File: src/rtl/mbrb_pkg.sv
// Shared constants, codes and controller/datapath interface types for the row blitter.
`timescale 1ns / 1ps
`default_nettype none
package mbrb_pkg;

    localparam int ROW_WORDS   = 20;
    localparam int SCREEN_ROWS = 400;
    localparam int FRAME_DEPTH = ROW_WORDS * SCREEN_ROWS;
    localparam int ADDR_W      = $clog2(FRAME_DEPTH);
    localparam int WORD_W      = 32;

    typedef enum logic [1:0] {
        REQ_OR   = 2'd0,
        REQ_AND  = 2'd1,
        REQ_READ = 2'd2,
        REQ_NOP  = 2'd3
    } req_t;

    typedef enum logic [1:0] {
        SZ_8  = 2'd0,
        SZ_16 = 2'd1,
        SZ_32 = 2'd2
    } size_t;

    // Commands from the controller to the datapath.
    typedef struct packed {
        logic clr_step;
        logic accept;
        logic phase1;
        logic finish;
    } ctrl_cmd_t;

    // Status from the datapath to the controller.
    typedef struct packed {
        logic clr_last;
    } ctrl_status_t;

endpackage
`default_nettype wire

File: src/rtl/mbrb_ctrl.sv
// Controller state machine: clearing pass, accept, read-modify-write phases and result hand-off.
`timescale 1ns / 1ps
`default_nettype none
module mbrb_ctrl
    import mbrb_pkg::*;
(
    input  wire logic         aclk,
    input  wire logic         aresetn,
    input  wire logic         s_valid,
    output logic              s_ready,
    output logic              m_valid,
    input  wire logic         m_ready,
    input  wire ctrl_status_t status,
    output ctrl_cmd_t         cmd
);

    typedef enum logic [3:0] {
        ST_CLEAR = 4'b0001,
        ST_IDLE  = 4'b0010,
        ST_ACC   = 4'b0100,
        ST_FIN   = 4'b1000
    } state_t;

    state_t state_reg, state_next;
    logic   m_valid_reg, m_valid_next;

    always_comb begin
        state_next = state_reg;
        cmd        = '0;
        unique case (state_reg)
            ST_CLEAR: begin
                cmd.clr_step = 1'b1;
                if (status.clr_last) begin
                    state_next = ST_IDLE;
                end
            end
            ST_IDLE: begin
                cmd.accept = s_valid;
                if (s_valid) begin
                    state_next = ST_ACC;
                end
            end
            ST_ACC: begin
                cmd.phase1 = 1'b1;
                state_next = ST_FIN;
            end
            ST_FIN: begin
                // The second word is written only when the result can be loaded.
                if (!m_valid_reg || m_ready) begin
                    cmd.finish = 1'b1;
                    state_next = ST_IDLE;
                end
            end
            default: begin
                state_next = ST_IDLE;
            end
        endcase
    end

    always_comb begin
        if (cmd.finish) begin
            m_valid_next = 1'b1;
        end else if (m_ready) begin
            m_valid_next = 1'b0;
        end else begin
            m_valid_next = m_valid_reg;
        end
    end

    always_ff @(posedge aclk) begin
        if (!aresetn) begin
            state_reg   <= ST_CLEAR;
            m_valid_reg <= 1'b0;
        end else begin
            state_reg   <= state_next;
            m_valid_reg <= m_valid_next;
        end
    end

    assign s_ready = (state_reg == ST_IDLE);
    assign m_valid = m_valid_reg;

endmodule
`default_nettype wire

File: config.mk
export PLATFORM = sky130hd
export DESIGN_NAME = mbrb_ctrl
export DESIGN_NICKNAME = d
export VERILOG_FILES = /design/src/rtl/mbrb_pkg.sv /design/src/rtl/mbrb_ctrl.sv
export SDC_FILE = /design/constraint.sdc
export NUM_CORES = 1
export LEC_CHECK = 0
export ABC_AREA = 0
export BUFFER_PORTS_ARGS = -buffer_cell sky130_fd_sc_hd__buf_4
export CAP_MARGIN = 5
export CORE_AREA = 2 2 39 41
export DETAILED_ROUTE_END_ITERATION = 16
export DIE_AREA = 0 0 41 43
export SLEW_MARGIN = 20
export SYNTH_ARGS = -nofsm -noshare
export SYNTH_HDL_FRONTEND = slang
export SYNTH_SLANG_ARGS = --single-unit
File: constraint.sdc
create_clock -name aclk -period 1.7 [get_ports aclk]
set_input_delay 0.34 -clock aclk [delete_from_list [all_inputs] [get_ports aclk]]
set_output_delay 0.34 -clock aclk [all_outputs]
set_load 0.02 [all_outputs]
==> results.cfg, run 1 <==
[status]
outcome = complete, no violations

[critical_path]
crit_path_start = state_reg[2]$_SDFFE_PN0P_
worst-path-stages = 3
crit_family = simple AND/OR/NAND/NOR gates
critPathArrivalTime_ns = 1.24
crit_path_end_kind = primary output
cp_slowest_cell = dfxtp_1
crit_type = flip-flop to primary output
slowest_delay_ns = 0.38
crit_chain = nor4b_2 -> nor2b_1 -> buf_4
cp_max_fo = 6
reg2reg_slack_ns = 0.60
path_buf_inv = 1
critPathLaunchType = flip-flop
worstReg2RegEnd = state_reg[1]$_SDFFE_PN0P_
rr_worst_depth = 4
critical_path.endpoint = cmd[0]
reg2reg_from = state_reg[0]$_SDFFE_PN1P_
worstPathRequired_ns = 1.36

[layout]
design_area_um2 = 403
diodes = 0
area_growth_pct = 47.0
drive_gt1_share_pct = 55.3
nets = 44
largest_register_ffs = 4
finalNonFillerCells = 54
final_common_cell = buf_4
fin_util_pct = 29.1
layout_common_cells = buf_4 (12), dfxtp_1 (4), clkbuf_4 (3)

[clocking]
cts_tree = yes
clkSlewWorstSetupHoldPaths_ns = 0.04
cts_sinks = 5
cts_buffer_depth = 2
clk_latency_ns = 0.24
htreeDepth = 1
holdBufCountCts = 0
cts_inserted_buffers = 3
cts-root-buf = clkbuf_4

[grt]
grt_max_degree = 7
antenna_found_initial = 0
grt_pass1_wl_um = 793
grt_use_total_pct = 6.84
grt_pass1_vias = 220
overflow = 0

[min_path]
whs_path_depth = 2
hold_path.class = input port to flip-flop

[die]
die_h_um = 43
initial_utilization_pct = 19.8
pin_count = 11
coreArea_um2 = 1380
die-area_um2 = 1760
rows = 14
die_w_um = 41

[timing]
timing.hold.ws_ns = 0.340
worst_pin_slew_ns = 0.283
drv_slew = 0
maxSlewHeadroom_pct = 81.1
worst_slack_ns = 0.119
finalClockSkew_ns = 0.000370
tns_ns = 0
setup_viol = 0
min_period_over_period_pct = 93.0
rsz0062_at_grt = false
fmax_mhz = 632
final_hold_viol_count = 0
final.min_clock_period_ns = 1.58

[pwr]
swShare_pct = 24.0
power_mw = 0.324
p_switching_mw = 0.0776
p_seq_share_pct = 41.7
internal-power_mw = 0.246
combPwrFrac_pct = 17.2
leakagePower_nw = 0.173
power_density_nw_per_um2 = 803
p_clk_share_pct = 41.1
ir_drop_uv = 337

[routing]
drt_drc_violations_left = 0
vias = 227
first_iter_violations = 2
vias_per_cell = 4.20
drt-total-wl_um = 467
ant_nets = 0
drt_pass1_iterations = 2
avgRoutedWirePerCell_um = 8.65

[synth]
yosysUniqueCellTypes = 16
yosysTopAreaCellShare_pct = 36.5
ys_seq_elements = 5
synth_top_area_cell = dfxtp_1
netlist_area_um2 = 274
syn_inst = 24
yosysWarnings = 0
ys_seq_area_share_pct = 36.5
avgSynthCellArea_um2 = 11.4
synth_area_leaders = dfxtp_1 (37%), nor4b_4 (8.7%), nor4b_1 (6.4%), buf_4 (5.5%), nor4b_2 (5.5%)
syn_nets = 29

[placement]
placed_area_um2 = 354
dp_hpwl_um = 375
io_buffer_count = 10
dp.cells = 48
dp_slack_ns = 0.228
gp_congestion = 0.676

[run]
drv_cap = 0
[worst register-to-register path: cells and delay by family, from the launching register on]
kind / cells / cell delay [ns]
AOI/OAI and AO/OA: 1 / 0.06
buffers and inverters: 1 / 0.17
DFF: 1 / 0.37
and+or+nand+nor: 2 / 0.43
[Yosys cell counts]
cell	number
dfxtp_1	5
and2_1	2
buf_4	2
nor2b_1	2
nor4b_1	2
a211oi_2	1
a21bo_1	1
and3_1	1
inv_1	1
nand2b_1	1
nand3b_1	1
nand4bb_1	1
nor4b_2	1
nor4b_4	1
o21a_1	1
o31ai_2	1
[layout make-up]
| class | count | area, µm² |
|---|---|---|
| fillers | 145 | 981 |
| multi-input cells | 16 | 161 |
| flip-flops and latches | 5 | 101 |
| repair buffers | 12 | 90.1 |
| clock buffers | 4 | 26.3 |
| well taps | 16 | 20.0 |
| inverters | 1 | 3.75 |
[logic make-up after synthesis]
family                 count (synthesis)  synth area share [%]
AND/OR/NAND/NOR                       12                  41.1
flip-flops                             5                  36.5
AO/OA/AOI/OAI                          4                  15.5
buffers and inverters                  3                  6.85
[power by group through the flow]
stage	combinational (mW)	clock [mW]	sequential (mW)
after floorplan	0.0303	0	0.134
after global placement	0.0504	0	0.136
after detailed placement	0.0508	0	0.136
after CTS	0.0510	0.137	0.135
after global routing	0.0600	0.153	0.135
final	0.0558	0.133	0.135
[layer usage]
| layer | up-vias | routed length, µm | part of all wire, % | GRT usage, % |
|---|---|---|---|---|
| li1 | 115 | - | - | - |
| met1 | 104 | 213 | 46 | 8.74 |
| met3 | 0 | 27 | 5.8 | 4.71 |
| met2 | 8 | 226 | 48 | 8.13 |
| met5 | - | 0 | 0 | 0 |
| met4 | 0 | 0 | 0 | 4.00 |
[timing repair]
| item | 4_1_cts | 5_1_grt |
|---|---|---|
| setup endpoints to repair | 1 | 2 |
| gates resized for setup | 1 | 1 |
| endpoints found under the hold margin | 0 | 0 |
| pin swaps | 0 | 1 |
| setup buffers | 0 | 2 |
[how the worst min path moves through the flow]
stage,endpoint,slack (ns),startpoint
after floorplan,m_valid$_SDFFE_PN0P_,0.46,aresetn
after global placement,state_reg[2]$_SDFFE_PN0P_,0.58,s_valid
after detailed placement,state_reg[2]$_SDFFE_PN0P_,0.59,s_valid
after CTS,state_reg[2]$_SDFFE_PN0P_,0.34,s_valid
after global routing,m_valid$_SDFFE_PN0P_,0.34,aresetn
final,state_reg[2]$_SDFFE_PN0P_,0.34,s_valid
(Power assumes the default switching activity.)
==> run 2: changes to the inputs <==
--- a/config.mk
+++ b/config.mk
@@ -8,10 +8,14 @@
 export ABC_AREA = 0
 export BUFFER_PORTS_ARGS = -buffer_cell sky130_fd_sc_hd__buf_4
 export CAP_MARGIN = 5
+export CELL_PAD_IN_SITES_DETAIL_PLACEMENT = 0
+export CELL_PAD_IN_SITES_GLOBAL_PLACEMENT = 1
 export CORE_AREA = 2 2 39 41
 export DETAILED_ROUTE_END_ITERATION = 16
 export DIE_AREA = 0 0 41 43
+export PLACE_DENSITY_LB_ADDON = 0.1
 export SLEW_MARGIN = 20
 export SYNTH_ARGS = -nofsm -noshare
 export SYNTH_HDL_FRONTEND = slang
 export SYNTH_SLANG_ARGS = --single-unit
+export TNS_END_PERCENT = 100
==> run 2 against run 1 <==
Sequential share of layout area increased by 0.23 points. Die area unchanged. Worst setup slack got worse by 0.017 ns. Total power rose by 0.78%. Final cell count is the same. Combinational power is 1% higher. Non-clock buffer count unchanged. Clock-buffer cell count unchanged. Utilization increased by 0.090 points.
==> results.cfg, run 2 (synthesis results as in run 1) <==
[clocking]
clkSlewWorstSetupHoldPaths_ns = 0.04
cts-root-buf = clkbuf_4
cts_buffer_depth = 2
cts_sinks = 5
cts_inserted_buffers = 3
clk_latency_ns = 0.24
cts_tree = yes
htreeDepth = 1

[die]
pin_count = 11
die-area_um2 = 1760
die_w_um = 41
rows = 14
initial_utilization_pct = 19.8
die_h_um = 43
coreArea_um2 = 1380

[timing]
rsz0062_at_grt = false
final_hold_viol_count = 0
timing.hold.ws_ns = 0.341
worst_slack_ns = 0.102
fmax_mhz = 626
tns_ns = 0
drv_slew = 0
maxSlewHeadroom_pct = 80.2
final.min_clock_period_ns = 1.60
finalClockSkew_ns = 0.00153
setup_viol = 0
worst_pin_slew_ns = 0.296
min_period_over_period_pct = 94.0

[min_path]
whs_path_depth = 2
hold_path_startpoint = s_valid
hold_path.class = input port to flip-flop
hold-path-endpoint = state_reg[2]$_SDFFE_PN0P_

[layout]
diodes = 0
fin_util_pct = 29.2
nets = 44
area_growth_pct = 47.5
final_common_cell = buf_4
layout_common_cells = buf_4 (12), clkbuf_4 (3), dfxtp_1 (3)
largest_register_ffs = 4
drive_gt1_share_pct = 57.9

[routing]
drt_drc_violations_left = 0
vias_per_cell = 4.28
ant_nets = 0
vias = 231
first_iter_violations = 1
drt-total-wl_um = 557
avgRoutedWirePerCell_um = 10.3
drt_pass1_iterations = 3

[critical_path]
worstReg2RegEnd = state_reg[1]$_SDFFE_PN0P_
cp_max_fo = 6
slowest_delay_ns = 0.38
critPathLaunchType = flip-flop
critPathArrivalTime_ns = 1.26
worstPathRequired_ns = 1.36
crit_path_end_kind = primary output
crit_type = flip-flop to primary output
rr_worst_depth = 5
reg2reg_from = state_reg[2]$_SDFFE_PN0P_
reg2reg_slack_ns = 0.48
crit_chain = nor4b_4 -> and2_1 -> buf_4
cp_slowest_cell = dfxtp_1

[grt]
grt_use_total_pct = 8.84
grt_max_degree = 7
overflow = 0
grt_pass1_wl_um = 979
antenna_found_initial = 0
grt_pass1_vias = 240

[pwr]
power_mw = 0.326
leakagePower_nw = 0.173
ir_drop_uv = 278
power_density_nw_per_um2 = 807

[status]
outcome = complete, no violations

[placement]
dp_hpwl_um = 436
io_buffer_count = 10
dp_slack_ns = 0.194
gp_congestion = 0.613

[run]
drv_cap = 0
==> run 2: worst max-delay path, delay by kind of cell, from the launching register on <==
kind	cells	cell delay, ns
AND/OR/NAND/NOR	2	0.51
buffers and inverters	1	0.13
flip-flops	1	0.38
==> run 2: metrics by stage <==
stage / instances / area (µm²)
6_report: 54 / 404
5_1_grt: 54 / 404
4_1_cts: 54 / 402
3_5_place_dp: 48 / 354
3_3_place_gp: 48 / 354
2_1_floorplan: 24 / 274
==> run 2: timing repair <==
| action | CTS | global route |
|---|---|---|
| pin swaps | 0 | 1 |
| gates cloned | 0 | 0 |
| hold buffers | 0 | 0 |
| gates resized for setup | 1 | 2 |
| endpoints found under the setup margin | 2 | 2 |
| setup buffers | 2 | 0 |
==> run 2: worst max-delay path by stage <==
stage,start,cells after the start,slack [ns],to
3_5_place_dp,state_reg[3]$_SDFFE_PN0P_,3,0.19,cmd[0]
5_1_grt,state_reg[2]$_SDFFE_PN0P_,3,0.01,cmd[2]
6_report,state_reg[2]$_SDFFE_PN0P_,3,0.10,cmd[2]
3_3_place_gp,state_reg[3]$_SDFFE_PN0P_,3,0.22,cmd[0]
2_1_floorplan,state_reg[3]$_SDFFE_PN0P_,2,0.19,cmd[2]
4_1_cts,state_reg[3]$_SDFFE_PN0P_,3,0.02,cmd[0]
==> run 2: where the power goes <==
part	leakage, nW	switching, mW	internal, mW
registers	0.0417	0.0113	0.125
clock network	0.0150	0.0453	0.0885
logic	0.116	0.0231	0.0334
total	0.173	0.0797	0.246
==> run 2: area by class of cell <==
| type | count | area, µm² |
|---|---|---|
| multi-input combinational | 16 | 161 |
| tap | 16 | 20.0 |
| clock buffer | 4 | 26.3 |
| timing repair buffer | 12 | 90.1 |
| inverter | 1 | 3.75 |
| fill | 153 | 980 |
| sequential | 5 | 103 |
==> run 2: per-layer routing <==
layer | GRT usage, % | share of wire (%) | vias up
met1 | 9.97 | 44 | 108
met3 | 4.71 | 7.4 | 0
met2 | 11.3 | 48 | 8
met4 | 8.00 | 0 | 0
met5 | 0 | 0 | -
li1 | - | - | 115
==> run 3: changes to the inputs <==
--- a/config.mk
+++ b/config.mk
@@ -14,6 +14,7 @@
 export DETAILED_ROUTE_END_ITERATION = 16
 export DIE_AREA = 0 0 41 43
 export PLACE_DENSITY_LB_ADDON = 0.1
+export REMOVE_ABC_BUFFERS = 1
 export SLEW_MARGIN = 20
 export SYNTH_ARGS = -nofsm -noshare
 export SYNTH_HDL_FRONTEND = slang
==> run 3 against run 2 <==
Critical path depth is the same. Final cell count is the same. Sequential share of layout area is the same. Largest cell class unchanged. Highest routed layer is now met4.
==> results.cfg, run 3 (synthesis results as in run 1) <==
[grt]
grt_pass1_wl_um = 1040
grt_max_degree = 7
grt_use_total_pct = 9.63
antenna_found_initial = 0
grt_pass1_vias = 239
overflow = 0

[critical_path]
worstPathRequired_ns = 1.36
critPathLaunchType = flip-flop
path_buf_inv = 1
reg2reg_slack_ns = 0.45
cp_slowest_cell = dfxtp_1
crit_family = simple AND/OR/NAND/NOR gates
crit_type = flip-flop to primary output
critPathArrivalTime_ns = 1.28
cp_max_fo = 6
slowest_delay_ns = 0.38
crit_path_end_kind = primary output
crit_chain = nor4b_4 -> and2_1 -> buf_4

[routing]
vias = 231
ant_nets = 0
drt_pass1_iterations = 1
avgRoutedWirePerCell_um = 11.2
vias_per_cell = 4.28
drt-total-wl_um = 603
drt_drc_violations_left = 0
first_iter_violations = 0

[die]
die_h_um = 43
rows = 14
pin_count = 11
die_w_um = 41
initial_utilization_pct = 19.8
die-area_um2 = 1760
coreArea_um2 = 1380

[layout]
multi_input_area_um2 = 161
regArea_um2 = 103
fillers = 147
design_area_um2 = 404
nets = 44
diodes = 0
drive_gt1_share_pct = 57.9
area_growth_pct = 47.5
final_common_cell = buf_4
layout_common_cells = buf_4 (12), clkbuf_4 (3), dfxtp_1 (3)
largest_register_ffs = 4

[pwr]
power_density_nw_per_um2 = 818
power_mw = 0.330
ir_drop_uv = 270
leakagePower_nw = 0.173

[clocking]
cts_tree = yes
cts_sinks = 5
cts_buffer_depth = 2
clkSlewWorstSetupHoldPaths_ns = 0.04
htreeDepth = 1
cts-root-buf = clkbuf_4
clk_latency_ns = 0.24
cts_inserted_buffers = 3

[timing]
finalClockSkew_ns = 0.000898
worst_slack_ns = 0.0836
fmax_mhz = 619
final.min_clock_period_ns = 1.62
rsz0062_at_grt = true
timing.hold.ws_ns = 0.337
maxSlewHeadroom_pct = 80.9
drv_slew = 0
worst_pin_slew_ns = 0.287
tns_ns = 0
final_hold_viol_count = 0
min_period_over_period_pct = 95.1
setup_viol = 0

[placement]
placed_area_um2 = 354
dp_slack_ns = 0.243
gp_congestion = 0.666
io_buffer_count = 10

[run]
drv_cap = 0

[status]
outcome = complete, no violations

[min_path]
hold_path.class = input port to flip-flop
-- run 3: cell counts in the layout (fill, tap and decap cells not counted) --
Identical to the previous run, type by type.
-- run 3: repair_timing --
item | 4_1_cts | 5_1_grt
gates resized for setup | 1 | 2
hold buffers | 0 | 0
setup endpoints to repair | 2 | 3
gates cloned | 0 | 0
hold endpoints to repair | 0 | 0
buffers inserted | 2 | 0
-- run 3: cell type report --
cell class                 instances  area share (%)
sequential                         5            25.4
clock buffer                       4            6.50
timing repair buffer              12            22.3
multi-input combinational         16            39.9
tap                               16            4.95
inverter                           1           0.929
-- run 3: power by group --
| part | internal (mW) | switching, mW | leakage [nW] |
|---|---|---|---|
| combinational | 0.0334 | 0.0236 | 0.116 |
| clock | 0.0887 | 0.0487 | 0.0150 |
| sequential | 0.124 | 0.0116 | 0.0417 |
| total | 0.247 | 0.0839 | 0.173 |
-- run 3: worst register-to-register path, delay by kind of cell (launching register included) --
| family | cells | cell delay (ns) |
|---|---|---|
| compound gates | 1 | 0.06 |
| buf+inv | 2 | 0.29 |
| flops | 1 | 0.38 |
| simple gates | 2 | 0.44 |
-- run 3: metrics by stage --
step	std cells	util [%]
after global routing	54	29.2
after detailed placement	48	25.6
after global placement	48	25.6
final	54	29.2
after floorplan	22	-
after CTS	54	29.0
-- run 3: path summary, 6_finish.rpt --
check	start	end	cells after the start
setup reg to reg	state_reg[2]$_SDFFE_PN0P_	state_reg[1]$_SDFFE_PN0P_	5
hold reg to reg	state_reg[1]$_SDFFE_PN0P_	state_reg[3]$_SDFFE_PN0P_	2
hold / removal	aresetn	m_valid$_SDFFE_PN0P_	2
setup / recovery	state_reg[2]$_SDFFE_PN0P_	cmd[2]	3
-- run 3: routing by layer --
layer	up-vias	GRT usage, %	part of all wire (%)
met5	-	0	0
met1	107	10.3	40
met2	7	12.5	51
met4	0	10.0	1.3
met3	2	4.71	7.6
li1	115	-	-
